===== src/rtl/ptmg_pkg.sv =====
// ----------------------------------------------------------------------------
// ptmg_pkg
// Shared constants, types and elaboration-time functions for the pixel tone
// map and gamma unit.
// ----------------------------------------------------------------------------
package ptmg_pkg;

	// Fixed-point and sizing constants.
	localparam int MAX_RESOLUTION = 4096;
	localparam int QUO_BITS       = 17;
	localparam int LOG_STEPS      = 16;
	localparam int ROOT_STEPS     = 20;

	// Stage counts of the divider and the power pipelines.
	localparam int DIV_LAT    = QUO_BITS;
	localparam int POW_LAT    = 1 + LOG_STEPS + 2 + ROOT_STEPS + 1;
	localparam int PIPE_DEPTH = 1 + DIV_LAT + POW_LAT + 1;

	localparam logic [16:0] ONE_Q16   = 17'h10000;
	localparam logic [15:0] GAMMA_ONE = 16'd4096;

	// Register indexes of the configuration port.
	typedef enum logic [1:0] {
		REG_MARK  = 2'd0,
		REG_GAMMA = 2'd1,
		REG_VRES  = 2'd2
	} reg_idx_t;

	// Configuration seen by the datapath.
	typedef struct packed {
		logic        mark;
		logic [15:0] gamma;
		logic [12:0] vres;
	} cfg_t;

	// Integer square root, used only at elaboration.
	function automatic logic [63:0] int_sqrt(input logic [63:0] a);
		logic [63:0] rem;
		logic [63:0] res;
		logic [63:0] bit_v;
		rem   = a;
		res   = '0;
		bit_v = 64'd1 << 62;
		for (int i = 0; i < 32; i++) begin
			if (rem >= res + bit_v) begin
				rem = rem - (res + bit_v);
				res = (res >> 1) + bit_v;
			end else begin
				res = res >> 1;
			end
			bit_v = bit_v >> 2;
		end
		return res;
	endfunction

	// Factor 2^(-2^-k) in Q30, built by repeated square roots from 0.5.
	function automatic logic [63:0] root_at(input int k);
		logic [63:0] t;
		t = 64'd1 << 29;
		for (int i = 1; i <= k; i++) begin
			t = int_sqrt(t << 30);
		end
		return t;
	endfunction

endpackage


===== src/rtl/ptmg_div.sv =====
// ----------------------------------------------------------------------------
// ptmg_div
// Pipelined restoring divider: num * 65536 / den, one quotient bit a stage.
// ----------------------------------------------------------------------------
module ptmg_div
	import ptmg_pkg::*;
(
	input  logic        clk,
	input  logic        en,
	input  logic [23:0] num,
	input  logic [23:0] den,
	input  logic        byp,
	output logic [16:0] quo
);

	logic [24:0] rem_s  [QUO_BITS];
	logic [23:0] den_s  [QUO_BITS];
	logic [16:0] q_s    [QUO_BITS];
	logic [16:0] pass_s [QUO_BITS];
	logic        byp_s  [QUO_BITS];

	// One compare and subtract per stage.
	for (genvar i = 0; i < QUO_BITS; i++) begin : g_step
		logic [24:0] rem_in;
		logic [23:0] den_in;
		logic [16:0] q_in;
		logic [16:0] pass_in;
		logic        byp_in;
		logic        ge;
		logic [24:0] sel;

		if (i == 0) begin : g_first
			assign rem_in  = {1'b0, num};
			assign den_in  = den;
			assign q_in    = '0;
			assign pass_in = num[16:0];
			assign byp_in  = byp;
		end else begin : g_next
			assign rem_in  = rem_s[i-1];
			assign den_in  = den_s[i-1];
			assign q_in    = q_s[i-1];
			assign pass_in = pass_s[i-1];
			assign byp_in  = byp_s[i-1];
		end

		assign ge  = rem_in >= {1'b0, den_in};
		assign sel = ge ? (rem_in - {1'b0, den_in}) : rem_in;

		always_ff @(posedge clk) begin
			if (en) begin
				rem_s[i]  <= {sel[23:0], 1'b0};
				den_s[i]  <= den_in;
				q_s[i]    <= {q_in[15:0], ge};
				pass_s[i] <= pass_in;
				byp_s[i]  <= byp_in;
			end
		end
	end

	// Channels that need no scaling pass through unchanged.
	assign quo = byp_s[QUO_BITS-1] ? pass_s[QUO_BITS-1] : q_s[QUO_BITS-1];

endmodule


===== config.mk =====
export PLATFORM = sky130hd
export DESIGN_NAME = ptmg_div
export DESIGN_NICKNAME = d
export VERILOG_FILES = /design/src/rtl/ptmg_pkg.sv /design/src/rtl/ptmg_div.sv
export SDC_FILE = /design/constraint.sdc
export NUM_CORES = 2
export LEC_CHECK = 0
export ABC_AREA = 1
export ABC_CLOCK_PERIOD_IN_PS = 4000
export BUFFER_PORTS_ARGS = -buffer_cell sky130_fd_sc_hd__buf_2
export CAP_MARGIN = 10
export CELL_PAD_IN_SITES_DETAIL_PLACEMENT = 0
export CELL_PAD_IN_SITES_GLOBAL_PLACEMENT = 1
export CORE_ASPECT_RATIO = 1.2
export CORE_MARGIN = 3
export CORE_UTILIZATION = 53
export DETAILED_ROUTE_END_ITERATION = 16
export PLACE_DENSITY = 0.88
export SETUP_SLACK_MARGIN = 0.02
export SKIP_CTS_REPAIR_TIMING = 1
export SYNTH_ARGS = -nofsm -noshare
export SYNTH_HDL_FRONTEND = slang
export SYNTH_SLANG_ARGS = --single-unit

===== constraint.sdc =====
create_clock -name clk -period 4 [get_ports clk]
set_input_delay 0.4 -clock clk [delete_from_list [all_inputs] [get_ports clk]]
set_output_delay 0.4 -clock clk [all_outputs]
set_load 0.01 [all_outputs]

-- Word-level counts from Yosys, hierarchy flattened
Memories as Yosys holds them, arrays and structs flattened.
Cells that the tools add are included.
- $add $sub $neg: 17
- multiply operators: 0
- div/mod/pow operators: 0
- order comparisons: 17
- eq/ne operators: 0
- shift operators: 0
- mux-type cells: 20
- bitwise gates (word level): 0
- reductions and logical operators: 0
- operator list (operator ; count):
    $mux 24 ; 17
    $sub 24x24->24 ; 17
    $ge 25x24->1 ; 16
    $ge 24x24->1 ; 1
    $mux 17 ; 1
    $mux 1 ; 2
- bits in registers: 0
- latch bits: 0
- RAM bits: 1411
- bits in read-only memories: 0
- input port bits: 51
- word-level logic and storage cells: 59
- memories: 5
- memories (memory ; words ; width ; read ports ; clocked after memory_dff ; wr ports ; line ; RTL):
    den_s ; 17 ; 24 ; 16 ; 0 ; 17 ; ptmg_div.sv:17 ; logic [23:0] den_s [QUO_BITS];
    rem_s ; 17 ; 24 ; 16 ; 0 ; 17 ; ptmg_div.sv:16 ; logic [24:0] rem_s [QUO_BITS];
    pass_s ; 17 ; 17 ; 17 ; 0 ; 17 ; ptmg_div.sv:19 ; logic [16:0] pass_s [QUO_BITS];
    q_s ; 17 ; 17 ; 17 ; 0 ; 17 ; ptmg_div.sv:18 ; logic [16:0] q_s [QUO_BITS];
    byp_s ; 17 ; 1 ; 17 ; 0 ; 17 ; ptmg_div.sv:20 ; logic byp_s [QUO_BITS];

-- Depth between registers and ports, before layout
An unclocked memory read counts as a cell.
- depth in word-level cells: 3
- gate-level depth with buffers: 14

-- Least setup slack after synthesis
Ideal clock, no wire load.
- path type: input to register
- from: input num[0]
- to: memory rem_s[0][19] in the netlist's numbering, data pin
- library setup time: 0.253 ns
- data arrival time: 1.872 ns
- required time: 3.747 ns
- path slack: 1.875 ns
- cell stages on the path: 12
- path through: inv_1 ha_1 fa_1 inv_1 nand2_1 nand2_1 nand3_1 nand2_1 nand2_2 buf_1 nand4_1 nand2_1
- RTL lines (item ; line ; RTL):
    from (decl) ; ptmg_div.sv:10 ; input logic [23:0] num,
    to (decl) ; ptmg_div.sv:16 ;

==> metrics <==
run status complete, no violations; cell at the slowest stage of the critical path sky130_fd_sc_hd__nand3_2; number of clock sinks 1227; sequential cell area in the final layout 0.0368 sq mm; number of synthesized register bits around 1200; GRT Residual Overflow 0; peak supply drop ~0.42 mV; R2R depth 8; first element of the critical path rem_s[0][88]; total I/O pin count 68; initial DRC count 4621; setup repair after global routing missed its margin false; crit-path max cell delay between 0.6 and 0.7 ns; cell chosen for the clock root sky130_fd_sc_hd__clkbuf_16; Final Max Tran Viols 0; critical path required time 4.65 ns; commonest register cell after synthesis sky130_fd_sc_hd__edfxtp_1; total power per unit cell area 719 mW/mm^2; detailed-placement wirelength estimate 165 mm; TritonCTS clock tree done; via count of the first global-routing pass around 57000; fraction of the cycle the final worst path needs 74.6%; Max Clk Rate 0.335 GHz; I/O Buffers 67; relative slew slack 29.4%; complex-gate fraction of the synthesized area 1.74%; final setup skew 0.0309 ns; # setup viols final 0; crit-path most repeated cell sky130_fd_sc_hd__nand2_1; Adder-Cell Fraction of Synth Area about 7.3%; post-synthesis share of cell area spent on xor and xnor gates 2.00%; die width around 350 um; main combinational cell family by area after synthesis simple AND/OR/NAND/NOR gates; Layout Area Growth over Synthesis 9.86%; core box area 0.139 sq mm; standard-cell row count 149; worst hold path startpoint num[20]; netlist area before placement 0.0744 sq mm; antenna violations before repair 5; first-pass GRT wire length approximately 330 mm; fraction of final layout cells sized beyond drive strength 1 under 10%; Critical Setup Path Class reg -> reg; number of enable flip-flop cells after synthesis 1227; total count of hold-check failures in the final report 0; kind of start point of the critical path register; maximum net fanout on the critical path 25; area leader, netlist sky130_fd_sc_hd__edfxtp_1; Reg2Reg Setup Slack 1.02 ns; async set-reset flop share out of synthesis 0%; Yosys Warn Count 0; maximum clock insertion buffer count 3; # nets final slightly below 10000; Cells on Worst Hold Path 3; count of unresolved DRC violations after routing 0; instance count of the mapped netlist 9020; routability congestion estimate from global placement 0.980; Hold WC Path Type in -> reg; area of the multi-input gates 0.0297 sq mm; initial standard-cell utilization of the core 53.7%; P_leak 41.0 nW; slew at the pin closest to its max-slew limit 1.06 ns; H-tree levels 4; area of the die between 0.1 and 0.15 sq mm; count of different cell masters after synthesis 42; Util after Layout 59.0%; worst hold endpoint rem_s[0][20]; first-pass iteration count of the detailed router 6; DIE HEIGHT 416 um; share of synthesized area occupied by flip-flops and latches 49.5%; CTS clock-pin slew for the worst setup and hold paths 0.06 ns; post-detailed-route wirelength per cell 19.0 um; antenna violation net count after detailed routing 0; clock network latency to the later pin of the worst-skew pair roughly 0.8 ns; synth top area cells sky130_fd_sc_hd__edfxtp_1, sky130_fd_sc_hd__nand2_1, sky130_fd_sc_hd__inv_1, sky130_fd_sc_hd__ha_1, sky130_fd_sc_hd__nand4_1; Post-Synth Simple-Gate Area 28.7%; ordered cell list for the critical path ha_1 -> nand2_1 -> nor2_1 -> and2_2 -> nand3_2 -> nand3_2 -> nand2_1 -> nand2_1; critical path capture point type register; Min Clock Period, post-route 2.98 ns; post-synth top area share 49.5%; arrival time of the worst setup path roughly 3.6 ns; Total Negative Setup Slacks 0 ns; net count of the mapped netlist about 9500; maximum number of pins on one net before global-route repair 112; global-route total usage across every layer 29.1%; number of buffers created by CTS between 100 and 150; worst r2r dst rem_s[0][116]; max-capacitance violation count 0; portion of netlist area occupied by mux cells 0.257%; final routed wirelength across all metal layers between 200 and 250 mm; most frequent cells after synthesis sky130_fd_sc_hd__nand2_1, sky130_fd_sc_hd__inv_1, sky130_fd_sc_hd__edfxtp_1, sky130_fd_sc_hd__nand4_1, sky130_fd_sc_hd__nor2_1; total via count after detailed routing around 60000; fill cell total of the finished layout 12500; Post-Syn Area per Cell 8.25 sq um; Via density 5.24; most repeated cell in the gate-level netlist after synthesis sky130_fd_sc_hd__nand2_1; critical register-to-register path startpoint rem_s[0][88]
-- layout by cell type (no fill, tap or decap), types with 10 or more instances in the layout --
cell type                       count
sky130_fd_sc_hd__mux2_2            17
sky130_fd_sc_hd__nand3_2           49
sky130_fd_sc_hd__inv_6             14
sky130_fd_sc_hd__buf_4             52
sky130_fd_sc_hd__xor2_1           154
sky130_fd_sc_hd__a21oi_4           15
sky130_fd_sc_hd__o21ai_1           12
sky130_fd_sc_hd__buf_12            12
sky130_fd_sc_hd__nand4_1          468
sky130_fd_sc_hd__clkinvlp_4        15
sky130_fd_sc_hd__nor2_2            33
sky130_fd_sc_hd__nand2_2           10
sky130_fd_sc_hd__and2_2            14
sky130_fd_sc_hd__nand2_1         3462
sky130_fd_sc_hd__dlygate4sd3_1     47
sky130_fd_sc_hd__clkbuf_16        130
sky130_fd_sc_hd__nand3_1          375
sky130_fd_sc_hd__bufinv_16         18
sky130_fd_sc_hd__clkbuf_1          15
sky130_fd_sc_hd__fa_1              16
sky130_fd_sc_hd__nand3b_1          21
sky130_fd_sc_hd__clkinv_1          16
sky130_fd_sc_hd__nand3_4           11
sky130_fd_sc_hd__nor2_1           451
sky130_fd_sc_hd__o21a_1            16
sky130_fd_sc_hd__and2_1            11
sky130_fd_sc_hd__inv_2             26
sky130_fd_sc_hd__clkinv_2          11
sky130_fd_sc_hd__edfxtp_1        1227
sky130_fd_sc_hd__xnor2_1           16
sky130_fd_sc_hd__nor3b_2           13
sky130_fd_sc_hd__a21oi_1          166
sky130_fd_sc_hd__inv_1           1844
sky130_fd_sc_hd__ha_1             407
sky130_fd_sc_hd__buf_2             66
sky130_fd_sc_hd__nor3_1            27
-- state kept, by name, indices dropped and copies added, names as in the netlist --
name    count
byp_s      17
den_s     384
pass_s    289
q_s       153
rem_s     384
-- metrics by stage --
step,hold WS (ns),cells,worst slack (ns),total power [mW],area [sq um]
3_5_place_dp,0.405,10800,1.01,45.9,76800
3_3_place_gp,0.400,10800,1.04,45.7,76800
5_1_grt,0.0245,11100,0.754,63.3,81700
4_1_cts,-0.264,11100,0.986,58.9,81200
6_report,0.00881,11100,1.02,58.8,81700
2_1_floorplan,0.400,9020,1.87,38.2,74400
-- cells by family (layout without fill, tap and decap cells) --
| logic type | Yosys count | in the layout |
|---|---|---|
| AOI/OAI and AO/OA | 216 | 216 |
| xor gates and xnor gates | 170 | 170 |
| adders and majority gates | 423 | 423 |
| buffers and inverters | 1998 | 2282 |
| DFF | 1227 | 1227 |
| muxes | 17 | 17 |
| other | 0 | 3 |
| and+or+nand+nor | 4969 | 4969 |
-- how the worst max path moves through the flow --
stage,cells after the start,to,slack (ns)
3_3_place_gp,9,rem_s[0][274],1.04
2_1_floorplan,12,rem_s[0][19],1.87
4_1_cts,2,quo[12],0.99
6_report,8,rem_s[0][116],1.02
3_5_place_dp,9,rem_s[0][274],1.01
5_1_grt,9,rem_s[0][319],0.75
-- per-layer routing --
metal | track usage [%] | part of all wire, % | vias up | routed length, um
met2 | 49.8 | 49 | 1749 | 103000
met3 | 3.28 | 5.2 | 409 | 10900
li1 | - | - | 29100 | -
met1 | 37.4 | 42 | 27000 | 88200
met5 | 0 | 0.0061 | - | 13
met4 | 12.5 | 4.5 | 2 | 9450
-- final cells by class --
class / count / area share (%)
flip-flops and latches: 1227 / 45.1
repair buffers: 177 / 1.75
multi-input cells: 5795 / 36.3
well taps: 1812 / 2.77
diodes: 3 / 0.00919
clock buffers: 145 / 4.05
inverters: 1870 / 8.59
clock inverters: 90 / 1.39
-- worst max-delay path, delay by kind of cell (launching register included) --
family,cells,cell delay (ns)
fa+ha+maj,1,0.44
flops,1,0.49
simple gates,7,1.90
-- where the power goes --
| group | switching [mW] | internal (mW) |
|---|---|---|
| Clock | 5.48 | 7.26 |
| Sequential | 2.05 | 17.9 |
| Combinational | 17.7 | 8.39 |
| Total | 25.2 | 33.6 |
Note: power is estimated with default switching activity, not from simulation.
