`src/rtl/ptmg_pkg.sv`:
```
// ----------------------------------------------------------------------------
// ptmg_pkg
// Shared constants, types and elaboration-time functions for the pixel tone
// map and gamma unit.
// ----------------------------------------------------------------------------
package ptmg_pkg;

	// Fixed-point and sizing constants.
	localparam int MAX_RESOLUTION = 4096;
	localparam int QUO_BITS       = 17;
	localparam int LOG_STEPS      = 16;
	localparam int ROOT_STEPS     = 20;

	// Stage counts of the divider and the power pipelines.
	localparam int DIV_LAT    = QUO_BITS;
	localparam int POW_LAT    = 1 + LOG_STEPS + 2 + ROOT_STEPS + 1;
	localparam int PIPE_DEPTH = 1 + DIV_LAT + POW_LAT + 1;

	localparam logic [16:0] ONE_Q16   = 17'h10000;
	localparam logic [15:0] GAMMA_ONE = 16'd4096;

	// Register indexes of the configuration port.
	typedef enum logic [1:0] {
		REG_MARK  = 2'd0,
		REG_GAMMA = 2'd1,
		REG_VRES  = 2'd2
	} reg_idx_t;

	// Configuration seen by the datapath.
	typedef struct packed {
		logic        mark;
		logic [15:0] gamma;
		logic [12:0] vres;
	} cfg_t;

	// Integer square root, used only at elaboration.
	function automatic logic [63:0] int_sqrt(input logic [63:0] a);
		logic [63:0] rem;
		logic [63:0] res;
		logic [63:0] bit_v;
		rem   = a;
		res   = '0;
		bit_v = 64'd1 << 62;
		for (int i = 0; i < 32; i++) begin
			if (rem >= res + bit_v) begin
				rem = rem - (res + bit_v);
				res = (res >> 1) + bit_v;
			end else begin
				res = res >> 1;
			end
			bit_v = bit_v >> 2;
		end
		return res;
	endfunction

	// Factor 2^(-2^-k) in Q30, built by repeated square roots from 0.5.
	function automatic logic [63:0] root_at(input int k);
		logic [63:0] t;
		t = 64'd1 << 29;
		for (int i = 1; i <= k; i++) begin
			t = int_sqrt(t << 30);
		end
		return t;
	endfunction

endpackage

```
`src/rtl/ptmg_regs.sv`:
```
// ----------------------------------------------------------------------------
// ptmg_regs
// Configuration registers behind a simple APB-style port.
// ----------------------------------------------------------------------------
module ptmg_regs
	import ptmg_pkg::*;
(
	input  logic        clk,
	input  logic        arst_n,
	input  logic        psel,
	input  logic        penable,
	input  logic        pwrite,
	input  logic [3:0]  paddr,
	input  logic [31:0] pwdata,
	output logic [31:0] prdata,
	output logic        pready,
	output cfg_t        cfg
);

	cfg_t cfg_q;
	logic wr_en;

	assign pready = 1'b1;
	assign wr_en  = psel && penable && pwrite;
	assign cfg    = cfg_q;

	// Register writes; unknown indexes are ignored.
	always_ff @(posedge clk or negedge arst_n) begin
		if (!arst_n) begin
			cfg_q.mark  <= 1'b0;
			cfg_q.gamma <= GAMMA_ONE;
			cfg_q.vres  <= 13'd400;
		end else if (wr_en) begin
			case (paddr[3:2])
				REG_MARK:  cfg_q.mark  <= pwdata[0];
				REG_GAMMA: cfg_q.gamma <= pwdata[15:0];
				REG_VRES:  cfg_q.vres  <= pwdata[12:0];
				default:   ;
			endcase
		end
	end

	// Read-back mux.
	always_comb begin
		case (paddr[3:2])
			REG_MARK:  prdata = {31'b0, cfg_q.mark};
			REG_GAMMA: prdata = {16'b0, cfg_q.gamma};
			REG_VRES:  prdata = {19'b0, cfg_q.vres};
			default:   prdata = '0;
		endcase
	end

endmodule

```
`config.mk`:
```
export PLATFORM = sky130hd
export DESIGN_NAME = ptmg_regs
export DESIGN_NICKNAME = d
export VERILOG_FILES = /design/src/rtl/ptmg_pkg.sv /design/src/rtl/ptmg_regs.sv
export SDC_FILE = /design/constraint.sdc
export NUM_CORES = 1
export LEC_CHECK = 0
export BUFFER_PORTS_ARGS = -buffer_cell sky130_fd_sc_hd__buf_2
export CORE_ASPECT_RATIO = 0.6
export CORE_MARGIN = 2
export CORE_UTILIZATION = 43
export CTS_CLUSTER_SIZE = 40
export DETAILED_ROUTE_END_ITERATION = 10
export PLACE_DENSITY = 0.84
export SYNTH_ARGS = -nofsm -noshare
export SYNTH_HDL_FRONTEND = slang
export SYNTH_SLANG_ARGS = --single-unit
```
`constraint.sdc`:
```
create_clock -name clk -period 1.5 [get_ports clk]
set_input_delay 0.225 -clock clk [delete_from_list [all_inputs] [get_ports clk]]
set_output_delay 0.225 -clock clk [all_outputs]
set_load 0.005 [all_outputs]
```
# [Word level (Yosys, flattened, before mapping)]
# Index checks and enable logic that the tools add are counted.
[op_classes] eq_ne=2 n_mux=1 reduce_logical=6
[ops] operator="$pmux W16 S3" n=1
[ops] operator="$reduce_and A2 Y1" n=3
[ops] operator="$eq A2 B1 Y1 const B" n=1
[ops] operator="$eq A2 B2 Y1 const B" n=1
[ops] operator="$logic_and A1 B1 Y1" n=2
[ops] operator="$logic_not A2 Y1" n=1
[totals] register_bits=30 in_bits=41 output_inout_bits=63 word_cells=12

# [Longest topological paths before layout]
# Gate-level depths: netlist (run 1).
[logic_depth] depth_word=3 ltp_mapped=4 depth_no_buf=3

# [Least setup slack after synthesis (run 1)]
# OpenSTA, ideal clock, no wires.
[synth_timing] path_type="input to register" startpoint="in pwrite" endpoint="reg cfg_q, in the netlist cfg[13]" setup_time_ps=125 arrival_time_ps=1186 required_time_ps=1375 path_slack_ps=189 stages=4 n_path_buf=1 path_cell_list="nand3_2 -> nor3b_4 -> buf_6 -> mux2_2"
[synth_via] elab_chain_cells=2
[synth_rtl] item="from (decl)" line="ptmg_regs.sv:12" source="input logic pwrite,"
[synth_rtl] item="$logic_and A1 B1 Y1" line="ptmg_regs.sv:24" source="assign wr_en = psel && penable && pwrite;"
[synth_rtl] item="$reduce_and A2 Y1 (no line)"
[synth_rtl] item="to (decl)" line="ptmg_regs.sv:20" source="cfg_t cfg_q;"
# Every way passes these cells.
# A chain may end at the register's enable or synchronous reset.

# [Worst setup path in the final report (run 1)]
[layout_timing] startpoint="in paddr[3]" endpoint="out prdata[4]"
[layout_via] elab_chain_cells=2 word_cells_on_any_way=4
[layout_rtl] item="from (decl)" line="ptmg_regs.sv:13" source="input logic [3:0] paddr,"
[layout_rtl] item="$eq A2 B2 Y1 (tied with other cells)" line="ptmg_regs.sv:45" source="case (paddr[3:2])"
[layout_rtl] item="$pmux W16 S3 *" line="ptmg_regs.sv:45"
[layout_rtl] item="to (decl)" line="ptmg_regs.sv:15" source="output logic [31:0] prdata,"
# Every way passes the cells marked *; elsewhere a longest branch is shown, timed or not.

==> results of run 1 <==
## stage by stage
step	instances	hold WS, ns
final	232	0.1817
after global routing	232	0.1786
after CTS	232	0.1711
after detailed placement	223	0.2968
after global placement	223	0.2841
after floorplan	122	-0.07059
## area by class of cell
class	count	area (sq um)	share of cell area [%]
Tap cell	45	56.30	2.939
Sequential cell	30	755.7	39.45
Clock buffer	6	72.57	3.788
Multi-Input combinational cell	71	603.1	31.48
Clock inverter	2	10.01	0.5225
Timing Repair Buffer	78	417.9	21.82
## worst max-delay path, stage by stage
cell     delay, ns
buf_2         0.15
nor2b_1       0.26
buf_4         0.20
a22o_1        0.14
buf_2         0.11
## routing by layer
metal,global-route usage [%],wire length [um]
met1,21.72,1292
met2,28.11,1386
met3,5.926,312
met4,6.897,43
met5,0,0
## where the power goes
part	switching (mW)	total (mW)	internal, mW	leakage, nW
Combinational	0.237	0.609	0.372	0.600
Sequential	0.136	1.15	1.02	0.361
Clock	0.286	0.607	0.320	0.0450
## worst paths after layout
kind	depth (start not counted)	from	endpoint	slack, ns
max	5	paddr[3]	prdata[4]	0.20
min	2	pwdata[15]	cfg[28]	0.18
max reg2reg	1	cfg[18]	cfg[18]	0.72
min reg2reg	1	cfg[14]	cfg[14]	0.52
max in group asynchronous	2	arst_n	cfg[13]	0.56
min in group asynchronous	2	arst_n	cfg[9]	0.52
## cell usage in the layout, fill, tap and decap left out, types with 2 or more instances in the layout
cell type and instances:
a22o_1 12, and2_1 3, buf_2 68, buf_4 9, clkbuf_8 5, clkinv_2 2
conb_1 17, dfrtp_1 26, dfstp_2 4, mux2_2 30, nor2b_1 2
## timing repair
| action | CTS | global route |
|---|---|---|
| setup endpoints to repair | 0 | 0 |
| endpoints found under the hold margin | 12 | 0 |
| resized for setup | 0 | 0 |
| hold buffers | 1 | 0 |
## logic make-up after synthesis
family | share of synthesized area (%)
AO/OA/AOI/OAI | 7.547
flip-flops | 51.80
buffers and inverters | 10.72
AND/OR/NAND/NOR | 5.574
other | 0.5148
multiplexers | 23.84
==> results by group, run 1 <==
Status
  • Status: completed

Die
  • Die area: a little under 0.004 sq mm
  • Rows: 16
  • Die height: 49.12 um
  • Initial core utilization: 44.98%
  • Die width: 79.20 um
  • Core area: 0.003243 sq mm
  • IO Pins: roughly 100

Routing
  • 1st-pass router iterations: 4
  • Wirelength per Cell: 13.08 um
  • DR vias: 1071
  • Via density per instance: between 4 and 5
  • Starting DRC count in detailed routing: 20
  • Post-Route WL: roughly 3.0 mm
  • Remaining antenna violation count: 0
  • DR DRC count: 0

Synthesis
  • Seq/Total Area, Yosys: between 50 and 60%
  • Top cells by area, synth: dfrtp_1 (45%), mux2_2 (23%), buf_4 (9.3%)
  • Async set or reset register ratio after synthesis: 100.0%
  • Top post-synthesis cells by count: mux2_2 (30), dfrtp_1 (26), buf_4 (18)
  • Yosys reg bits: 30
  • Synth cell types: 17
  • Post-Syn Area: 0.001459 sq mm
  • Post-synth top area share: 44.60%
  • Top-count cell post-synth: mux2_2
  • Cell taking the most area after synthesis: dfrtp_1
  • Post-synth EDFFs: 0
  • Syn avg cell area: 13.63 sq um
  • Cells after synthesis: roughly 110
  • YS warnings: 0
  • Main flop type after synthesis: dfrtp_1

Clock tree
  • Clock Sinks: 30
  • Worst-Skew Late Latency: roughly 0.27 ns
  • Root Driver: clkbuf_8
  • Max Buffers Root-to-Sink: 2
  • Postcts setup bufs: 0
  • Worst-path clk slew: ~0.060 ns
  • H-tree lvl count: 2
  • CTS tree: done
  • Cts bufs inserted: 5

Layout
  • Final instance area: between 0.0015 and 0.002 sq mm
  • P&R area growth vs syn: 31.30%
  • Fraction of layout cells with a size suffix above 1: between 60% and 70%
  • # fillers: 290
  • Post-Route Utilization: between 50% and 60%
  • Nets: approximately 230
  • Max reg flops: 30
  • Inserted Diodes: 0

Timing
  • RSZ-0062 raised after global routing: false
  • Total negative slack: 0 ns
  • Fin crit share: between 80% and 90%
  • Max frequency: between 0.7 and 0.8 GHz
  • Final setup violation count: 0
  • Slew @ Worst Pin: about 0.65 ns
  • Final-report max-slew violation count: 0
  • Max_slew headroom: between 50 and 60%
  • Hold Vio Cnt, Final: 0
  • PnR worst setup slack: ~0.2 ns
  • Post-Route Skew: 0 ns
  • Post-route minimum period: 1.300 ns

Global routing
  • Grt ovf: 0
  • Vias in the first global route: approximately 1100
  • Gr usage total: 17.45%
  • Pin count of the biggest net entering global routing: 31
  • Initial antenna violation count: 0
  • Global-route wire length before repair: just over 5 mm

Placed design
  • Placed Area: ~0.0018 sq mm
  • RePlAce Congestion: roughly 0.7
  • Post-DP HPWL: between 2 and 2.5 mm
  • Port Buf Inserts: between 60 and 70
  • Placement Setup Slack: roughly 0.12 ns

Power and ir drop
  • Max VDD drop: ~0.00073 V
  • Pwr/cell area: between 1000 and 1500 mW/mm^2
  • Pwr Total: between 2 and 2.5 mW
  • Lkg Pwr: approximately 1.0 nW

Worst setup path
  • Crit Path Category: in2out
  • Crit path arrival time: around 1.1 ns
  • Startpoint types: input pin
  • Worst Path Required: between 1 and 1.5 ns
  • Worst Path Max Fanout: 6
  • Setup crit end kind: primary output

Job
  • MaxCap Viol Count: 0

Hold path
  • Min-delay worst type: in2reg
No activity file was read; power rests on OpenSTA's default activity.
==> run 2: changes to the inputs <==
Settings changed: CAP_MARGIN set to 20, CORE_UTILIZATION 43 to 35, GPL_ROUTABILITY_DRIVEN set to 0, PLACE_DENSITY 0.84 to 0.7.
==> results by group, run 2 (synthesized netlist as in run 1, its figures left out) <==
Layout
  • # fillers: 385 (+33%)
  • Nets: 223 (-1.8%)
  • Most frequent cells in the layout: buf_2 (68), mux2_2 (30), dfrtp_1 (26), conb_1 (17), a22o_1 (12)
  • Fraction of layout cells with a size suffix above 1: 65.03% (+0.32 points)
  • P&R area growth vs syn: 35.33%
  • Post-Route Utilization: 48.70% (-10 points)
  • Most common cell after layout, fill and taps aside: buf_2
  • Final non-filler cell total: 233 (+0.43%)
  • Inserted Diodes: 0 (unchanged)
  • Max reg flops: 30 (unchanged)

Clock tree
  • Worst-Skew Late Latency: 0.27 ns (about the same)
  • Post-CTS Hold Fix Bufs: 0 (-1)
  • Root Driver: clkbuf_8
  • CTS tree: done
  • Clock Sinks: 30 (unchanged)
  • H-tree lvl count: 2 (unchanged)
  • Postcts setup bufs: 0 (unchanged)
  • Cts bufs inserted: 5 (unchanged)
  • Worst-path clk slew: 0.06 ns (about the same)
  • Post-cts sizing count: 0 (unchanged)
  • Max Buffers Root-to-Sink: 2 (unchanged)

Status
  • Failing checks: hold timing
  • Status: finished with violations

Worst setup path
  • Startpoint types: input pin
  • Max stage delay on crit path: 0.23 ns (-0.03 ns)
  • Worst Path Max Fanout: 9 (+3)
  • Critical Path Most Common Cell: buf_2
  • CP max stage cell: a22o_1
  • Critical Path, Cell by Cell: buf_2 -> nor2b_1 -> buf_4 -> a22o_1 -> buf_2
  • Crit Path Category: in2out
  • Worst Path Required: 1.27 ns (about the same)
  • Setup crit end kind: primary output
  • Crit path arrival time: 1.05 ns (-0.02 ns)

Die
  • IO Pins: 104 (unchanged)
  • Die height: 54.01 um (+10%)
  • Die area: 0.004718 sq mm (+21%)
  • Core area: 0.004054 sq mm (+25%)
  • Initial core utilization: 35.99% (-9.0 points)
  • Die width: 87.35 um (+10%)
  • Rows: 18 (+2)

Power and ir drop
  • Pwr/cell area: 1392 mW/mm^2 (+13%)
  • Max VDD drop: 0.0006357 V (-13%)
  • Lkg Pwr: 1.018 nW (+1.2%)

Routing
  • Remaining antenna violation count: 0 (unchanged)
  • Wirelength per Cell: 12.87 um (-1.6%)
  • DR vias: 1060 (-1.0%)
  • DR DRC count: 0 (unchanged)
  • Post-Route WL: 2.998 mm (-1.2%)
  • Via density per instance: 4.549 (-1.5%)
  • Starting DRC count in detailed routing: 14 (-30%)
  • 1st-pass router iterations: 3 (-1)

Timing
  • Max_slew headroom: 56.40% (about the same)
  • Post-route minimum period: 1.271 ns (-0.02908 ns)
  • Slew @ Worst Pin: 0.6540 ns (-0.0003725 ns)
  • Max frequency: 0.7869 GHz (+2.3%)
  • RSZ-0062 raised after global routing: false
  • Final-report max-slew violation count: 0 (unchanged)
  • Total negative slack: 0 ns (unchanged)
  • Hold Vio Cnt, Final: 26 (+26)
  • Final setup violation count: 0 (unchanged)
  • Post-Route Skew: 0 ns (unchanged)
  • Fin crit share: 84.72% (-1.9 points)
  • Fin Hold WS: -0.02066 ns (-0.2024 ns)

Global routing
  • Grt ovf: 0 (unchanged)
  • Gr usage total: 13.25% (-4.2 points)
  • Initial antenna violation count: 0 (unchanged)
  • Vias in the first global route: 924 (-14%)
  • Pin count of the biggest net entering global routing: 31 (unchanged)
  • Global-route wire length before repair: 4.491 mm (-12%)

Placed design
  • Number of cells after detailed placement: 225 (+0.90%)
  • Post-DP HPWL: 2.167 mm (-5.1%)
  • Port Buf Inserts: 68 (unchanged)

Hold path
  • Min-delay worst type: in2async

Job
  • MaxCap Viol Count: 0 (unchanged)
[run 2: changes by cell type in the layout (fill, tap and decap cells not counted)]
cell / change
clkinv_2: -2
dlygate4sd3_1: -1
clkbuf_1: -1
bufinv_16: +2
buf_12: +2
clkbuf_8: +1
buf_4: -5
[run 2: cell type report]
| type | instances | area [sq um] | share of cell area (%) |
|---|---|---|---|
| clock buffers | 6 | 82.58 | 4.183 |
| clock inverters | 2 | 60.06 | 3.042 |
| multi-input cells | 71 | 603.1 | 30.55 |
| flip-flops and latches | 30 | 755.7 | 38.28 |
| well taps | 50 | 62.56 | 3.169 |
| repair buffers | 74 | 410.4 | 20.79 |
[run 2: final timing paths]
| check | startpoint | endpoint | slack, ns | depth (start not counted) |
|---|---|---|---|---|
| max | paddr[2] | prdata[12] | 0.23 | 5 |
| min | arst_n | cfg[23] | -0.02 | 1 |
| max reg2reg | cfg[19] | cfg[19] | 0.72 | 1 |
| min reg2reg | cfg[28] | cfg[28] | 0.52 | 1 |
| max in group asynchronous | arst_n | cfg[27] | 1.09 | 1 |
| min in group clk | pwdata[13] | cfg[26] | 0.19 | 2 |
[run 2: report_power, final]
group | leakage (nW) | switching (mW) | internal, mW
clock | 0.0714 | 0.287 | 0.708
sequential | 0.361 | 0.135 | 1.02
combinational | 0.586 | 0.230 | 0.370
total | 1.02 | 0.652 | 2.10
[run 2: layer usage]
layer / vias to the layer above / GRT usage [%] / routed length (um)
met3: 0 / 4.601 / 224
met4: 0 / 3.846 / 0
met2: 55 / 19.95 / 1283
met1: 504 / 18.17 / 1490
met5: - / 0 / 0
li1: 501 / - / -
[run 2: critical path, delay by kind of cell]
family,cells,cell delay (ns)
simple gates,1,0.15
buf+inv,3,0.43
compound gates,1,0.23
[run 2: through the flow]
stage / power, mW / hold slack, ns / instance area (sq um) / worst slack, ns
after floorplan: 1.466 / -0.07059 / 1515 / 0.1893
after global placement: 1.764 / 0.2964 / 1832 / 0.1635
after detailed placement: 1.775 / 0.3011 / 1832 / 0.1567
after CTS: 2.794 / 0.0005205 / 1974 / 0.2151
after global routing: 2.931 / 0.03130 / 1974 / 0.1408
final: 2.748 / -0.02066 / 1974 / 0.2292
